--- src/rtl/assert_macros.svh ---
// Assertion macros for the RTL files.
`ifndef ASSERT_MACROS_SVH
`define ASSERT_MACROS_SVH

// Implication checked at every clock edge outside reset.
`define ASSERT_IMPL(label, clk, rst_n, ante, cons, msg) \
    label: assert property (@(posedge clk) disable iff (!rst_n) (ante) |-> (cons)) \
        else $error(msg);

// Next-cycle implication checked outside reset.
`define ASSERT_NEXT(label, clk, rst_n, ante, cons, msg) \
    label: assert property (@(posedge clk) disable iff (!rst_n) (ante) |=> (cons)) \
        else $error(msg);

`endif

--- src/rtl/fmul_pkg.sv ---
package fmul_pkg;
    localparam int ExpW  = 8;
    localparam int MantW = 23;
    localparam int SigW  = MantW + 1;
    localparam logic [ExpW-1:0] ExpMax  = 8'hFF;
    localparam logic [9:0]      ExpBias = 10'd127;

    // Operand classes found in the first stage.
    localparam logic [1:0] CLS_NORMAL = 2'd0;
    localparam logic [1:0] CLS_ZERO   = 2'd1;
    localparam logic [1:0] CLS_INF    = 2'd2;

    // Values carried from the decode stage to the multiply stage.
    typedef struct packed {
        logic            sign;
        logic [1:0]      cls;
        logic [9:0]      exp;
        logic [SigW-1:0] sig_a;
        logic [SigW-1:0] sig_b;
    } dec_t;

    // Values carried from the multiply stage to the pack stage.
    typedef struct packed {
        logic            sign;
        logic [1:0]      cls;
        logic [9:0]      exp;
        logic [2*SigW-1:0] prod;
    } mul_t;
endpackage

--- src/rtl/float32_multiply_truncating.sv ---
// Channel | Signals                                | Direction
// in      | in_valid, in_stall, a_bits, b_bits     | into block
// out     | out_valid, out_stall, product_bits,    | out of block
//         | overflow, underflow                    |
// Three register stages: decode, 24x24 multiply, pack. One transaction is
// taken every cycle while the output moves.
// Reset clears the stage valid bits only. A stall at the output freezes
// every stage that holds data; empty stages still fill (bubbles collapse).
module float32_multiply_truncating
    import fmul_pkg::*;
(
    input  logic        clk,
    input  logic        rst_n,
    input  logic        in_valid,
    output logic        in_stall,
    input  logic [31:0] a_bits,
    input  logic [31:0] b_bits,
    output logic        out_valid,
    input  logic        out_stall,
    output logic [31:0] product_bits,
    output logic        overflow,
    output logic        underflow
);
`include "assert_macros.svh"

    dec_t        dec_next;
    dec_t        dec_reg;
    mul_t        mul_reg;
    logic [31:0] prod_reg;
    logic        ovf_reg;
    logic        unf_reg;
    logic [31:0] prod_next;
    logic        ovf_next;
    logic        unf_next;
    logic        v1_reg;
    logic        v2_reg;
    logic        v3_reg;
    logic        en3;
    logic        en2;
    logic        en1;

    // Each stage advances when the stage after it is empty or moving.
    assign en3 = !v3_reg || !out_stall;
    assign en2 = !v2_reg || en3;
    assign en1 = !v1_reg || en2;
    assign in_stall = !en1;

    fmul_decode u_dec (.a_bits(a_bits), .b_bits(b_bits), .dec(dec_next));

    fmul_pack u_pack (
        .mul(mul_reg), .product_bits(prod_next),
        .overflow(ovf_next), .underflow(unf_next)
    );

    // Valid bits.
    always_ff @(posedge clk or negedge rst_n)
    begin
        if (!rst_n)
        begin
            v1_reg <= 1'b0;
            v2_reg <= 1'b0;
            v3_reg <= 1'b0;
        end
        else
        begin
            if (en1) v1_reg <= in_valid;
            if (en2) v2_reg <= v1_reg;
            if (en3) v3_reg <= v2_reg;
        end
    end

    // Payload stages; the multiplier sits between stage one and two.
    always_ff @(posedge clk)
    begin
        if (en1) dec_reg <= dec_next;
        if (en2)
        begin
            mul_reg.sign <= dec_reg.sign;
            mul_reg.cls  <= dec_reg.cls;
            mul_reg.exp  <= dec_reg.exp;
            mul_reg.prod <= dec_reg.sig_a * dec_reg.sig_b;
        end
        if (en3)
        begin
            prod_reg <= prod_next;
            ovf_reg  <= ovf_next;
            unf_reg  <= unf_next;
        end
    end

    assign out_valid    = v3_reg;
    assign product_bits = prod_reg;
    assign overflow     = ovf_reg;
    assign underflow    = unf_reg;

    `ASSERT_IMPL(a_flags_excl, clk, rst_n, out_valid, !(overflow && underflow), "both flags set")
    `ASSERT_NEXT(a_hold, clk, rst_n, out_valid && out_stall, out_valid && $stable(product_bits), "output lost under stall")
    `ASSERT_NEXT(a_fill, clk, rst_n, in_valid && !in_stall, v1_reg, "accepted transaction not captured")
endmodule

--- src/rtl/fmul_decode.sv ---
module fmul_decode
    import fmul_pkg::*;
(
    input  logic [31:0] a_bits,
    input  logic [31:0] b_bits,
    output dec_t        dec
);
    logic [ExpW-1:0] ea;
    logic [ExpW-1:0] eb;

    // Split fields and classify; the exponent sum carries a sign bit.
    always_comb
    begin
        ea = a_bits[30:23];
        eb = b_bits[30:23];
        dec.sign  = a_bits[31] ^ b_bits[31];
        dec.sig_a = {1'b1, a_bits[MantW-1:0]};
        dec.sig_b = {1'b1, b_bits[MantW-1:0]};
        dec.exp   = {2'b00, ea} + {2'b00, eb} - ExpBias;
        if (ea == '0 || eb == '0)
        begin
            dec.cls = CLS_ZERO;
        end
        else if (ea == ExpMax || eb == ExpMax)
        begin
            dec.cls = CLS_INF;
        end
        else
        begin
            dec.cls = CLS_NORMAL;
        end
    end
endmodule

--- src/rtl/fmul_pack.sv ---
module fmul_pack
    import fmul_pkg::*;
(
    input  mul_t        mul,
    output logic [31:0] product_bits,
    output logic        overflow,
    output logic        underflow
);
    logic [SigW:0] shifted;
    logic [9:0]    exp_n;
    logic          sat;
    logic          flush;

    // Drop 23 bits, normalize by one place, then range-check the exponent.
    always_comb
    begin
        shifted = mul.prod[2*SigW-1:MantW];
        exp_n   = mul.exp;
        if (shifted[SigW])
        begin
            shifted = shifted >> 1;
            exp_n   = exp_n + 10'd1;
        end
        sat   = !exp_n[9] && (exp_n[8:0] >= {1'b0, ExpMax});
        flush = exp_n[9] || (exp_n == '0);
        product_bits = {mul.sign, exp_n[ExpW-1:0], shifted[MantW-1:0]};
        overflow  = 1'b0;
        underflow = 1'b0;
        unique case (mul.cls)
            CLS_ZERO:
            begin
                product_bits = {mul.sign, 31'd0};
            end
            CLS_INF:
            begin
                product_bits = {mul.sign, ExpMax, 23'd0};
                overflow = 1'b1;
            end
            default:
            begin
                if (sat)
                begin
                    product_bits = {mul.sign, ExpMax, 23'd0};
                    overflow = 1'b1;
                end
                else if (flush)
                begin
                    product_bits = {mul.sign, 31'd0};
                    underflow = 1'b1;
                end
            end
        endcase
    end
endmodule

--- config.mk ---
export PLATFORM = sky130hd
export DESIGN_NAME = float32_multiply_truncating
export DESIGN_NICKNAME = d
export VERILOG_FILES = /design/src/rtl/fmul_pkg.sv /design/src/rtl/float32_multiply_truncating.sv /design/src/rtl/fmul_decode.sv /design/src/rtl/fmul_pack.sv
export VERILOG_INCLUDE_DIRS = /design/src /design/src/rtl
export SDC_FILE = /design/constraint.sdc
export NUM_CORES = 2
export LEC_CHECK = 0
export BUFFER_PORTS_ARGS = -buffer_cell sky130_fd_sc_hd__clkbuf_2
export CAP_MARGIN = 20
export CORE_MARGIN = 2
export CORE_UTILIZATION = 35
export CTS_CLUSTER_DIAMETER = 120
export DETAILED_ROUTE_END_ITERATION = 10
export PLACE_DENSITY_LB_ADDON = 0.2
export SETUP_SLACK_MARGIN = 0.5
export SYNTH_ARGS = -nofsm -noshare
export SYNTH_HDL_FRONTEND = slang
export SYNTH_SLANG_ARGS = --single-unit
--- constraint.sdc ---
create_clock -name clk -period 7.41 [get_ports clk]
set_clock_uncertainty 0.05 [all_clocks]
set_input_delay 1.1115 -clock clk [delete_from_list [all_inputs] [get_ports clk]]
set_output_delay 1.1115 -clock clk [all_outputs]
set_load 0.02 [all_outputs]
==> impl_metrics.toml <==
[clock_network]
hold_buffers = 0
clk-insertion-delay-late_ns = 0.49
clockBufferDepth = 2
cts_tree = "yes"
ctsRootBufferMaster = "clkbuf_16"
htree_levels = 4
clk_pin_slew_worst_paths_ns = 0.07
cts_buffers = 17
clock_sinks = 134

[floorplan]
die_y_um = 263
die_w_um = 263
core-area_sq_um = 66000
die_area_sq_um = 68900
io_pins = 104
rows = 94
initial_core_util = 0.355

[run_status]
status = "complete, no violations"

[routing]
drtPass1Iterations = 5
post-route-drc-count = 0
drt_iter0_drc = 807
wl_per_cell_um = 19.5
ant_nets = 0
num_vias = 16600
totalWireLength_mm = 68.0
viasPerCell = 4.78

[hold_path]
hold_path_class = "flip-flop to flip-flop"
hp-start = "dec_reg[58]$_SDFFCE_PP1N_"
hold_path_end = "mul_reg[58]$_DFFE_PP_"
min_path_cells = 0

[placed_design]
portBuffers = 103
dp_hpwl_mm = 55.2
dp_cells = 3363
dpl_worst_slack_ns = 0.0614
gp_congestion = 0.881

[timing]
slew_violations = 0
maxSlewHeadroom = 0.416
worst_slew_pin_slew_ns = 0.874
setup_tns_ns = 0
fin_crit_sh = 0.935
setup_slack_ns = 0.478
max_freq_ghz = 0.144
hold_ws_ns = 0.365
finalCriticalPeriod_ns = 6.93
finalHoldViolCount = 0
rsz0062_at_grt = "true"
setup_viol = 0

[synthesis]
synth.area.top_cells = "fa_1 41%, edfxtp_1 17%, ha_1 9.6%, inv_1 9.3%, and2_1 6.8%"
synth_edf_count = 131
synth_ff_type = "edfxtp_1"
syn_area_per_cell_sq_um = 9.90
syn_area_sq_um = 23400
ys_seq_area_frac = 0.171
yosysTopAreaCell = "fa_1"
async_flop_share = 0.0224
netlist_instances = 2364
synth_top_area_frac = 0.412
synth_nets = 3094
ys_warn_count = 0
yosys.cell_types.count = 61
synth-seq-cells = 134

[critical_path]
arrival_ns = 7.12
reg2reg_setup_slack_ns = 0.48
reg2reg_to = "mul_reg[41]$_DFFE_PP_"
path_class = "flip-flop to flip-flop"
path_max_fanout = 5
endpoint_kind = "flip-flop"
regToRegStartpoint = "dec_reg[3]$_DFFE_PN_"
worstSetupStartpointType = "flip-flop"
cp.required_ns = 7.60
reg2regPathDepth = 25

[cells_and_area]
largest_reg_flops = 59
final_nets = 3338
nFillCells = 6441
drive_gt1_frac = 0.181
area_delta_synth_final_pct = 19.1
fin_cells = 3485

[global_route]
grt-ovfl-total = 0
grt_antenna_before_repair = 4
grt_usage = 0.204
grt_max_degree = 48
grt_pass1_wl_mm = 106
grt_pass1_vias = 18500

[job]
maxCapViolCount = 0
-- kinds of logic (layout without fill, tap and decap cells) --
group           after synthesis  after routing  share of synthesized area
xor+xnor                     50             50                     0.0187
other cells                   0              2                          0
flops                       134            134                      0.171
fa+ha+maj                   662            662                      0.509
simple gates                687            687                      0.146
buf+inv                     685            940                      0.111
compound gates              122            122                     0.0345
mux                          24             24                     0.0103
-- final cells by class --
cell class / instances / area, sq um / area share
tap: 864 / 1080 / 0.0388
inverter: 584 / 2200 / 0.0790
sequential: 134 / 4010 / 0.144
clock inverter: 12 / 131 / 0.00471
clock buffer: 18 / 429 / 0.0154
multi-input combinational: 1545 / 17300 / 0.621
timing repair buffer: 326 / 2690 / 0.0966
antenna: 2 / 5.00 / 0.000180
-- worst max-delay path, stage by stage, from the launching register on --
cell       delay (ns)
edfxtp_1         0.47
buf_12           0.16
clkbuf_16        0.15
nand2_2          0.06
fa_1             0.53
inv_1            0.05
fa_1             0.54
inv_1            0.06
fa_2             0.48
fa_2             0.54
inv_1            0.05
fa_2             0.40
fa_1             0.51
inv_1            0.05
fa_1             0.48
inv_1            0.06
ha_4             0.27
and3_4           0.19
nand4_1          0.17
or4_4            0.55
or2_4            0.25
o221ai_4         0.18
buf_4            0.16
buf_6            0.10
a211oi_2         0.06
xnor2_1          0.13
-- per-stage QoR --
| stage | utilization | instance area [sq um] |
|---|---|---|
| final | 0.422 | 27900 |
| after global routing | 0.422 | 27900 |
| after CTS | 0.414 | 27300 |
| after detailed placement | 0.391 | 25800 |
| after global placement | 0.391 | 25800 |
| after floorplan | - | 23400 |
-- routing by layer --
metal,routed length [um],part of all wire,vias to the layer above,global-route usage
li1,-,-,7544,-
met1,28800,0.42,8667,0.261
met2,35000,0.51,346,0.359
met3,2350,0.034,89,0.0232
met4,1830,0.027,0,0.0648
met5,0,0,-,0
-- layout by cell type, fill, tap and decap left out, types with 6 or more instances in the layout --
master     Yosys  routed
clkbuf_2       1     103
nor2_1        74      72
nor4_1         8       6
xor2_1        20      19
xnor2_1       30      30
mux2i_1       24      24
o21ai_0       23      16
clkbuf_16      0      18
a21o_1        18      17
buf_4          0     163
a21oi_2        1      10
inv_2          0      17
and2_1       253     248
o21bai_1       8       6
edfxtp_1     131     131
ha_4           0      13
nand4_1       18      18
buf_12         0      26
buf_6          2      29
fa_1         482     460
inv_1        582     564
ha_1         180     164
fa_2           0      22
nand3_1       14      12
a21oi_1       37      26
nand2_1      280     274
-- cell usage after synthesis (8+ instances only) --
cell and count:
a21o_1 18, a21oi_1 37, and2_1 253, clkbuf_1 93, edfxtp_1 131, fa_1 482
ha_1 180, inv_1 582, mux2i_1 24, nand2_1 280, nand3_1 14, nand4_1 18
nor2_1 74, nor4_1 8, o21ai_0 23, o21bai_1 8, xnor2_1 30, xor2_1 20
-- how the worst max path moves through the flow --
stage / from / to / slack [ns]
3_3_place_gp: dec_reg[0]$_DFFE_PN_ / mul_reg[31]$_DFFE_PP_ / 0.02
3_5_place_dp: dec_reg[0]$_DFFE_PN_ / mul_reg[28]$_DFFE_PP_ / 0.06
6_report: dec_reg[3]$_DFFE_PN_ / mul_reg[41]$_DFFE_PP_ / 0.48
4_1_cts: dec_reg[12]$_DFFE_PN_ / mul_reg[46]$_DFFE_PP_ / 0.50
2_1_floorplan: dec_reg[42]$_DFFE_PN_ / mul_reg[46]$_DFFE_PP_ / 0.65
5_1_grt: dec_reg[3]$_DFFE_PN_ / mul_reg[46]$_DFFE_PP_ / 0.28
-- repair_timing --
action | CTS | global route
gates resized for setup | 94 | 70
endpoints found under the hold margin | 0 | 0
pin swaps | 50 | 64
endpoints found under the setup margin | 23 | 18
setup buffers | 59 | 26
cloned | 3 | 1
Power is left out: the tool's default activity adds up to more than one toggle a clock period on the data nets, which glitch-free logic cannot reach.
